**config.mk**
```make
export PLATFORM = sky130hd
export DESIGN_NAME = circular_deque_buffer
export DESIGN_NICKNAME = d
export VERILOG_FILES = /design/src/rtl/cdb_pkg.sv /design/src/rtl/cdb_cell.sv /design/src/rtl/circular_deque_buffer.sv
export SDC_FILE = /design/constraint.sdc
export NUM_CORES = 2
export LEC_CHECK = 0
export ABC_AREA = 1
export BUFFER_PORTS_ARGS = -buffer_cell sky130_fd_sc_hd__buf_2
export CELL_PAD_IN_SITES_DETAIL_PLACEMENT = 0
export CELL_PAD_IN_SITES_GLOBAL_PLACEMENT = 2
export CORE_MARGIN = 2
export CORE_UTILIZATION = 42
export DETAILED_ROUTE_END_ITERATION = 8
export PLACE_DENSITY = 0.8
export SYNTH_ARGS = -nofsm -noshare
export SYNTH_HDL_FRONTEND = slang
export SYNTH_SLANG_ARGS = --single-unit
```
**constraint.sdc**
```tcl
create_clock -name i_clk -period 3.5 [get_ports i_clk]
set_input_delay 0.7 -clock i_clk [delete_from_list [all_inputs] [get_ports i_clk]]
set_output_delay 0.7 -clock i_clk [all_outputs]
set_load 0.005 [all_outputs]
```
**src/rtl/cdb_pkg.sv**
```systemverilog
// shared types and constants of the circular deque buffer
package cdb_pkg;

    localparam int DEPTH_DEF      = 32;
    localparam int DATA_WIDTH_DEF = 32;

    typedef enum logic [1:0] {
        KIND_PUSH_TAIL = 2'd0,
        KIND_PUSH_HEAD = 2'd1,
        KIND_POP       = 2'd2
    } t_kind;

    typedef enum logic [1:0] {
        ST_DONE  = 2'd0,
        ST_FULL  = 2'd1,
        ST_EMPTY = 2'd2
    } t_status;

    // per-cycle command broadcast to every cell, already qualified
    typedef struct packed {
        logic push_tail;
        logic push_head;
        logic pop;
    } t_cell_ctl;

endpackage

```
**src/rtl/cdb_cell.sv**
```systemverilog
// one storage cell of the deque row
module cdb_cell
    import cdb_pkg::*;
#(
    parameter int DATA_WIDTH = DATA_WIDTH_DEF,
    parameter int CNT_W      = 6,
    parameter int IDX        = 0
) (
    input  logic                  i_clk,
    input  t_cell_ctl             i_ctl,
    input  logic [CNT_W-1:0]      i_count,
    input  logic [DATA_WIDTH-1:0] i_data_in,
    input  logic [DATA_WIDTH-1:0] i_left,
    input  logic [DATA_WIDTH-1:0] i_right,
    output logic [DATA_WIDTH-1:0] o_word
);

    localparam logic [CNT_W-1:0] L_IDX = CNT_W'(IDX);

    logic [DATA_WIDTH-1:0] r_word;

    always_ff @(posedge i_clk) begin
        if (i_ctl.push_head) begin
            r_word <= i_left;
        end else if (i_ctl.pop) begin
            r_word <= i_right;
        end else if (i_ctl.push_tail && (i_count == L_IDX)) begin
            r_word <= i_data_in;
        end
    end

    assign o_word = r_word;

endmodule

```
**src/rtl/circular_deque_buffer.sv**
```systemverilog
// top level of the circular deque buffer: cell row, count and result registers
//
//  channel   direction  handshake                 payload
//  command   in         start & !busy             i_kind, i_data_in
//  result    out        o_done (one-cycle strobe) o_data_out, o_status, o_count, o_is_empty
//
//  one transaction per clock: busy stays low and a command taken at one edge
//  gives its result on the ports during the following cycle
//  the figure is set by the cell row, which shifts or loads once per command
//  i_rst_n (synchronous, active low) empties the queue; cell contents are kept
//  the receiver cannot stall; o_done is a one-cycle strobe, payload holds to next command
module circular_deque_buffer
    import cdb_pkg::*;
#(
    parameter int DEPTH      = DEPTH_DEF,
    parameter int DATA_WIDTH = DATA_WIDTH_DEF,
    localparam int CNT_W     = $clog2(DEPTH + 1)
) (
    input  logic                  i_clk,
    input  logic                  i_rst_n,
    input  logic                  start,
    output logic                  busy,
    input  logic [1:0]            i_kind,
    input  logic [DATA_WIDTH-1:0] i_data_in,
    output logic                  o_done,
    output logic [DATA_WIDTH-1:0] o_data_out,
    output logic [1:0]            o_status,
    output logic [CNT_W-1:0]      o_count,
    output logic                  o_is_empty
);

    localparam logic [CNT_W-1:0] L_FULL = CNT_W'(DEPTH);

    // the head of the queue always sits in cell 0, the tail in cell count-1
    logic [DATA_WIDTH-1:0] w_word [DEPTH];

    t_cell_ctl             w_ctl;
    t_status               w_status;
    logic                  w_accept;
    logic                  w_full;
    logic                  w_empty;

    logic                  r_done,     n_done;
    logic [DATA_WIDTH-1:0] r_data_out, n_data_out;
    t_status               r_status,   n_status;
    logic [CNT_W-1:0]      r_count,    n_count;

    assign busy     = 1'b0;
    assign w_accept = start;
    assign w_full   = (r_count == L_FULL);
    assign w_empty  = (r_count == '0);

    // decode the command, refuse pushes while full and pops while empty
    always_comb begin
        w_ctl    = '0;
        w_status = ST_DONE;
        case (t_kind'(i_kind))
            KIND_PUSH_TAIL: begin
                if (w_full) w_status = ST_FULL;
                else        w_ctl.push_tail = w_accept;
            end
            KIND_PUSH_HEAD: begin
                if (w_full) w_status = ST_FULL;
                else        w_ctl.push_head = w_accept;
            end
            KIND_POP: begin
                if (w_empty) w_status = ST_EMPTY;
                else         w_ctl.pop = w_accept;
            end
            default: begin
                // unused code: no operation, reported as done
                w_status = ST_DONE;
            end
        endcase
    end

    always_comb begin
        n_done     = w_accept;
        n_data_out = r_data_out;
        n_status   = r_status;
        n_count    = r_count;
        if (w_accept) begin
            n_status   = w_status;
            n_data_out = w_ctl.pop ? w_word[0] : '0;
            if (w_ctl.push_tail || w_ctl.push_head) begin
                n_count = r_count + 1'b1;
            end else if (w_ctl.pop) begin
                n_count = r_count - 1'b1;
            end
        end
    end

    // cell row: a head push shifts toward the tail, a pop shifts toward the head
    for (genvar g = 0; g < DEPTH; g++) begin : g_cell
        logic [DATA_WIDTH-1:0] w_left;
        logic [DATA_WIDTH-1:0] w_right;

        if (g == 0) begin : g_first
            assign w_left = i_data_in;
        end else begin : g_mid_left
            assign w_left = w_word[g-1];
        end

        if (g == DEPTH - 1) begin : g_last
            assign w_right = '0;
        end else begin : g_mid_right
            assign w_right = w_word[g+1];
        end

        cdb_cell #(
            .DATA_WIDTH (DATA_WIDTH),
            .CNT_W      (CNT_W),
            .IDX        (g)
        ) u_cell (
            .i_clk     (i_clk),
            .i_ctl     (w_ctl),
            .i_count   (r_count),
            .i_data_in (i_data_in),
            .i_left    (w_left),
            .i_right   (w_right),
            .o_word    (w_word[g])
        );
    end

    // control state
    always_ff @(posedge i_clk) begin
        if (!i_rst_n) begin
            r_done  <= 1'b0;
            r_count <= '0;
        end else begin
            r_done  <= n_done;
            r_count <= n_count;
        end
    end

    // result payload
    always_ff @(posedge i_clk) begin
        r_data_out <= n_data_out;
        r_status   <= n_status;
    end

    assign o_done     = r_done;
    assign o_data_out = r_data_out;
    assign o_status   = r_status;
    assign o_count    = r_count;
    assign o_is_empty = (r_count == '0);

endmodule
```
== After elaboration in Yosys (flattened, before gate mapping) ==
Cells that the tools add are included.

* Equality and inequality tests: 34
* $add $sub $neg: 2
* Multiplexer cells: 106
* Reductions and logical operators: 70

{| class="wikitable"
|+ Operator list
! cell !! count
|-
| 2-to-1 mux 32 bit || 96
|-
| equality test 6 x 5 -> 1 bit (second input constant) || 16
|-
| nonzero test 3 bit || 32
|-
| equality test 6 x 4 -> 1 bit (second input constant) || 8
|-
| logical AND 1 bit || 32
|-
| equality test 6 x 3 -> 1 bit (second input constant) || 4
|-
| equality test 6 x 2 -> 1 bit (second input constant) || 2
|-
| 2-to-1 mux 6 bit || 2
|-
| adder 6 x 1 -> 6 bit (second input constant) || 1
|-
| equality test 6 x 1 -> 1 bit (second input constant) || 1
|-
| equality test 6 bit (second input constant) || 1
|-
| zero test 6 bit || 1
|-
| 2-to-1 mux 1 bit || 6
|-
| subtractor 6 x 1 -> 6 bit (second input constant) || 1
|-
| case mux 2 bit (2 select lines) || 1
|-
| equality test 2 x 1 -> 1 bit (second input constant) || 1
|-
| equality test 2 bit (second input constant) || 1
|-
| zero test 2 bit || 1
|-
| 2-to-1 mux 2 bit || 1
|-
| AND reduction 2 bit || 1
|-
| nonzero test 2 bit || 1
|-
| OR reduction 2 bit || 1
|-
| logical OR 1 bit || 1
|}

* Bits of input ports: 37
* Logic and storage cells: 248
* Flip-flop bits (word level): 1065
* Output and inout bits: 43

== Logic depth before layout (Yosys ltp) ==
* Depth after elaboration: 7
* Depth in mapped cells: 11
* Gate-level depth less buffers: 9

== Hierarchy ==
From an unflattened synthesis, not the netlist that was laid out.

* Cell total of the unflattened synthesis: 8375
* Area, all modules: 64429.3 um^2

{| class="wikitable"
|+ By module, submodules not included
! module !! cells each !! seq. area each (um^2) !! area an instance (um^2) !! times used
|-
| cdb_cell at g_cell[10].u_cell ... || 250 || 960.9 || 1935.6 || 10
|-
| cdb_cell at g_cell[19].u_cell ... || 249 || 960.9 || 1931.9 || 6
|-
| cdb_cell at g_cell[15].u_cell ... || 281 || 960.9 || 2039.5 || 5
|-
| cdb_cell at g_cell[1].u_cell ... || 253 || 960.9 || 1946.9 || 4
|-
| cdb_cell at g_cell[11].u_cell ... || 251 || 960.9 || 1939.4 || 4
|-
| cdb_cell at g_cell[31].u_cell || 280 || 960.9 || 2035.7 || 1
|-
| cdb_cell at g_cell[0].u_cell || 252 || 960.9 || 1943.1 || 1
|-
| cdb_cell at g_cell[16].u_cell || 246 || 960.9 || 1923.1 || 1
|-
| circular_deque_buffer || 182 || 1161.1 || 1838.0 || 1
|}

== Worst setup path after synthesis ==
No wires, ideal clock.

* Path type: register to register
* Start point: register r_count[0] (netlist: o_count[0])
* End point: register g_cell[19].u_cell.r_word[0], enable pin
* Data required time: 3111 ps
* Path slack: 675 ps
* Cell stages (with the launch flop): 9
* Clock period less this slack: 2825 ps
* Arrival time: 2436 ps
* Path buffers: 1
* Setup time: 389 ps
* Cells stage by stage: dfxtp_1 -> inv_1 -> ha_1 -> nand3_2 -> nand2_4 -> nor2_1 -> clkbuf_1 -> nand4_1 -> nand2_1

* Cells in the longest elaborated chain, start to end: 5
* Elaborated cells between the ends (all ways): 10
* Those cells by class: eq/ne (2); mux (5); reduce/logical (3)

{| class="wikitable"
|+ Ends and longest elaborated chain
! element !! line !! RTL
|-
| start: declaration || circular_deque_buffer.sv:46 || <nowiki>logic [CNT_W-1:0] r_count, n_count;</nowiki>
|-
| start signal: assignment || circular_deque_buffer.sv:132 || <nowiki>r_count <= n_count;</nowiki>
|-
| equality test 6 bit || circular_deque_buffer.sv:50 || <nowiki>assign w_full = (r_count == L_FULL);</nowiki>
|-
| 2-to-1 mux 1 bit || circular_deque_buffer.sv:59, circular_deque_buffer.sv:63 ||
|-
| 2-to-1 mux 1 bit || circular_deque_buffer.sv:57 || <nowiki>case (t_kind'(i_kind))</nowiki>
|-
| logical AND 1 bit || cdb_cell.sv:27 || <nowiki>end else if (i_ctl.push_tail && (i_count == L_IDX)) begin</nowiki>
|-
| nonzero test 3 bit (no source line) (*) || - ||
|-
| end signal: assignment || cdb_cell.sv:24 || <nowiki>r_word <= i_left;</nowiki>
|-
| end signal: assignment || cdb_cell.sv:26 || <nowiki>r_word <= i_right;</nowiki>
|-
| end signal: assignment || cdb_cell.sv:28 || <nowiki>r_word <= i_data_in;</nowiki>
|-
| end: declaration || cdb_cell.sv:20 || <nowiki>logic [DATA_WIDTH-1:0] r_word;</nowiki>
|}

Mark *: on every way between the ends. The rest lies on a longest branch, timed or not.
A chain may end at the register's enable or synchronous reset.

== Worst setup path in the final report ==
* Start point: register r_count[0] (netlist: o_count[0])
* End point: register g_cell[29].u_cell.r_word[18] (data pin)

* Cells in the longest elaborated chain, start to end: 5
* Elaborated cells between the ends (all ways): 8
* Those cells by class: eq/ne (1); mux (6); reduce/logical (1)

{| class="wikitable"
|+ Ends and longest elaborated chain
! element !! line !! RTL
|-
| zero test 6 bit || circular_deque_buffer.sv:51 || <nowiki>assign w_empty = (r_count == '0);</nowiki>
|-
| 2-to-1 mux 1 bit || circular_deque_buffer.sv:67 || <nowiki>if (w_empty) w_status = ST_EMPTY;</nowiki>
|-
| 2-to-1 mux 1 bit || circular_deque_buffer.sv:57 ||
|-
| 2-to-1 mux 32 bit || cdb_cell.sv:25 || <nowiki>end else if (i_ctl.pop) begin</nowiki>
|-
| 2-to-1 mux 32 bit (*) || cdb_cell.sv:23 || <nowiki>if (i_ctl.push_head) begin</nowiki>
|-
| end signal: assignment || cdb_cell.sv:24 ||
|-
| end signal: assignment || cdb_cell.sv:26 ||
|-
| end signal: assignment || cdb_cell.sv:28 ||
|-
| end: declaration || cdb_cell.sv:20 ||
|}

Marked as above.

==> impl_metrics.csv <==
group,metric,value,unit
run_status,status,"finished clean",
critical_path,end_kind,"flip-flop",
critical_path,start_kind,"flip-flop",
critical_path,crit_path_frequent_cell,"buf_12",
logic_synthesis,netlist_top_cells_area,"edfxtp_1 65%, nand2_1 17%, nand3_1 10%",
job,cap_violations,0,
timing,period_share,95.0,%
cts,cts_htree_levels,3,
cts,tritoncts,"done",
routing,viasPerCell,5.46,
critical_path,cp_num_buf_inv,3,
floorplanning,die_area,0.118,mm2
timing,post-route-min-period,3.33,ns
timing,finalHoldViolCount,0,
critical_path,r2r_cells,9,
floorplanning,placementRows,124,
cts,clkSinkCount,1065,
power,powerDensity,579,mW/mm2
placement,place_congestion,0.769,
logic_synthesis,synth.net_count,4757,
critical_path,crit_arrival,3.88,ns
critical_path,critPathTopFamily,"buffers and inverters",
cts,cts_root_buffer,"clkbuf_16",
routing,wl_per_cell,19.7,um
timing,fin_ws,0.174,ns
cts,path_clk_slew,0.06,ns
critical_path,cp_data_required_time,4.05,ns
timing,rsz0062_at_grt,"false",
logic_synthesis,synth_cell_type_count,28,
floorplanning,die_w,344,um
logic_synthesis,postSynthCellCount,4715,
timing,maxSlewHeadroom,7.87,%
logic_synthesis,synth.avg_cell_area,10.3,um2
final_layout,antenna_cells,0,
logic_synthesis,synth_largest_area_cell,"edfxtp_1",
timing,clock_skew,0.0181,ns
timing,tns,0,ns
critical_path,worstPathCellList,"inv_1, ha_1, nand3_2, nand2_4, nor2_4, buf_12, buf_12, nand2_1, nand3_1",
critical_path,path_max_fanout,215,
global_routing,grt_usage,20.8,%
cts,clk_path_buf_depth,3,
global_routing,grt-ovfl-total,0,
logic_synthesis,syn_area,0.0486,mm2
floorplanning,fp.coreArea,0.115,mm2
timing,fmax,0.301,GHz
hold_path,hold_end,"o_count[3]",
placement,dp_hpwl,70900,um
routing,first_pass_iters,6,
timing,setup_viol,0,
global_routing,grt_max_degree,216,
power,power_leakage,19.0,nW
final_layout,area_delta_synth_final,9.70,%
power,max-vdd-ir-drop,0.411,mV
cts,cts_buffers,118,
routing,drc,0,
critical_path,path_class,"flip-flop to flip-flop",
global_routing,grt_antenna_before_repair,5,
logic_synthesis,synth_top_area_share,65.4,%
logic_synthesis,ys_ff_latch,1065,
floorplanning,num_io_pins,80,
critical_path,crit_slowest_cell,"dfxtp_1",
cts,clk_latency,0.72,ns
hold_path,hold_path_class,"input pin to flip-flop",
logic_synthesis,ys_seq_area_share,65.7,%
logic_synthesis,ys.warnings.count,0,
critical_path,critPathMaxStageDelay,0.46,ns
global_routing,grt_pass1_vias,34200,
routing,ant_nets,0,
hold_path,whs_path_depth,3,
final_layout,drive_gt1_share,8.09,%
routing,postRouteWirelength,124000,um
routing,drt_iter0_drc,2771,
floorplanning,die_h,344,um
critical_path,rr_startpoint,"o_count[0]",
placement,place_ws,0.279,ns
floorplanning,start_util,42.4,%
final_layout,nets,4699,
critical_path,timing.rr.end,"g_cell[29].u_cell.o_word[18]",
critical_path,r2r_slack,0.17,ns
timing,drv_slew,0,
routing,vias,34200,
placement,io_buffers,78,
timing,tightest_slew,1.38,ns
global_routing,grt_pass1_wl,194000,um
hold_path,hp-start,"i_rst_n",
## layout by cell type, fill, tap and decap left out, types with 2 or more instances in the layout
master	synthesis	routed
bufinv_16	0	4
nor2_2	3	4
edfxtp_1	1058	1058
clkinv_1	0	25
buf_12	2	41
nor2_1	49	48
ha_1	5	5
a21oi_1	2	2
buf_4	18	44
nand3_1	984	984
inv_2	2	2
nand2_2	0	16
clkbuf_16	0	120
buf_2	175	78
inv_1	53	53
inv_16	0	3
dfxtp_1	7	7
nand3_4	31	31
o21ai_0	5	5
nand4_1	24	24
nand2_1	2138	2122
clkinv_2	0	25
nor2_4	3	3
clkbuf_1	39	36
clkbuf_8	0	3
inv_6	0	3
## worst min-delay path, delay by kind of cell
kind,cells,cell delay [ns]
simple gates,1,0.04
buf+inv,2,0.23
## power by group
part           internal (mW)  leakage (nW)  switching, mW
Clock                   6.66          1.79           5.22
Sequential              15.5          9.96          0.510
Combinational          0.804          7.21           2.19
Total                   22.9          19.0           7.93
## cells in the mapped netlist, drive strengths merged
| library cell | n |
|---|---|
| nand3 | 1016 |
| edfxtp | 1058 |
| nor2 | 55 |
| nand3b | 1 |
| a21oi | 2 |
| dfxtp | 7 |
| inv | 57 |
| o21ai | 5 |
| ha | 5 |
| conb | 1 |
| nand2 | 2140 |
| nand4 | 24 |
| clkbuf | 39 |
| xor2 | 1 |
| nor3 | 1 |
| buf | 303 |
## area by class of cell
type | instances | area [um2]
clock inverter | 62 | 452
tap | 1512 | 1890
sequential | 1065 | 31900
timing repair buffer | 164 | 1550
multi-input combinational | 3251 | 14100
fill | 11100 | 61200
clock buffer | 159 | 3180
inverter | 57 | 233
## flip-flops by register name, indices dropped and copies added (netlist names)
name and cells:
g_cell.u_cell.o_word 1024, o_count 6, o_done 1, o_data_out 32, o_status 2
## routing by layer
layer | GRT usage (%) | share of wire, % | vias up
met2 | 34.6 | 48 | 645
met3 | 2.75 | 4.0 | 146
met1 | 29.0 | 46 | 17500
met4 | 4.82 | 1.9 | 0
met5 | 0 | 0 | -
li1 | - | - | 15900
## cells by family (layout without fill, tap and decap cells)
group	Yosys count	count (layout)	share of synthesized area, %
xor gates and xnor gates	1	1	0.0180
and+or+nand+nor	3237	3237	28.7
DFF	1065	1065	65.7
buffers and inverters	399	442	5.43
AOI/OAI and AO/OA	7	7	0.0721
adders and majority gates	5	5	0.129
other	1	1	0.00772
## worst max path at each step
stage,startpoint,to,slack (ns),cells past startpoint
floorplan,o_count[0],g_cell[19].u_cell.o_word[0],0.67,8
global placement,o_count[0],g_cell[23].u_cell.o_word[1],0.38,9
detailed placement,o_count[0],g_cell[28].u_cell.o_word[17],0.28,9
CTS,o_count[0],g_cell[23].u_cell.o_word[1],0.26,9
global route,o_count[0],g_cell[23].u_cell.o_word[1],0.002,9
finish,o_count[0],g_cell[29].u_cell.o_word[18],0.17,9
## repair_timing
action / in CTS / in global routing
hold endpoints to repair: 0 / 0
buffers inserted: 0 / 0
gates resized for setup: 0 / 1
hold buffers: 0 / 0
setup endpoints to repair: 0 / 2
## per-stage QoR
stage	std cells	hold WS, ns	total power, mW	util [%]	instance area, um2
global route	6270	0.278	32.0	46.6	53300
detailed placement	6049	0.525	19.3	43.4	49700
global placement	6049	0.517	19.2	43.4	49700
finish	6270	0.300	30.9	46.6	53300
CTS	6270	0.241	31.2	46.6	53300
floorplan	4715	0.511	18.2	-	48600
Note: power is estimated with default switching activity, not from simulation.
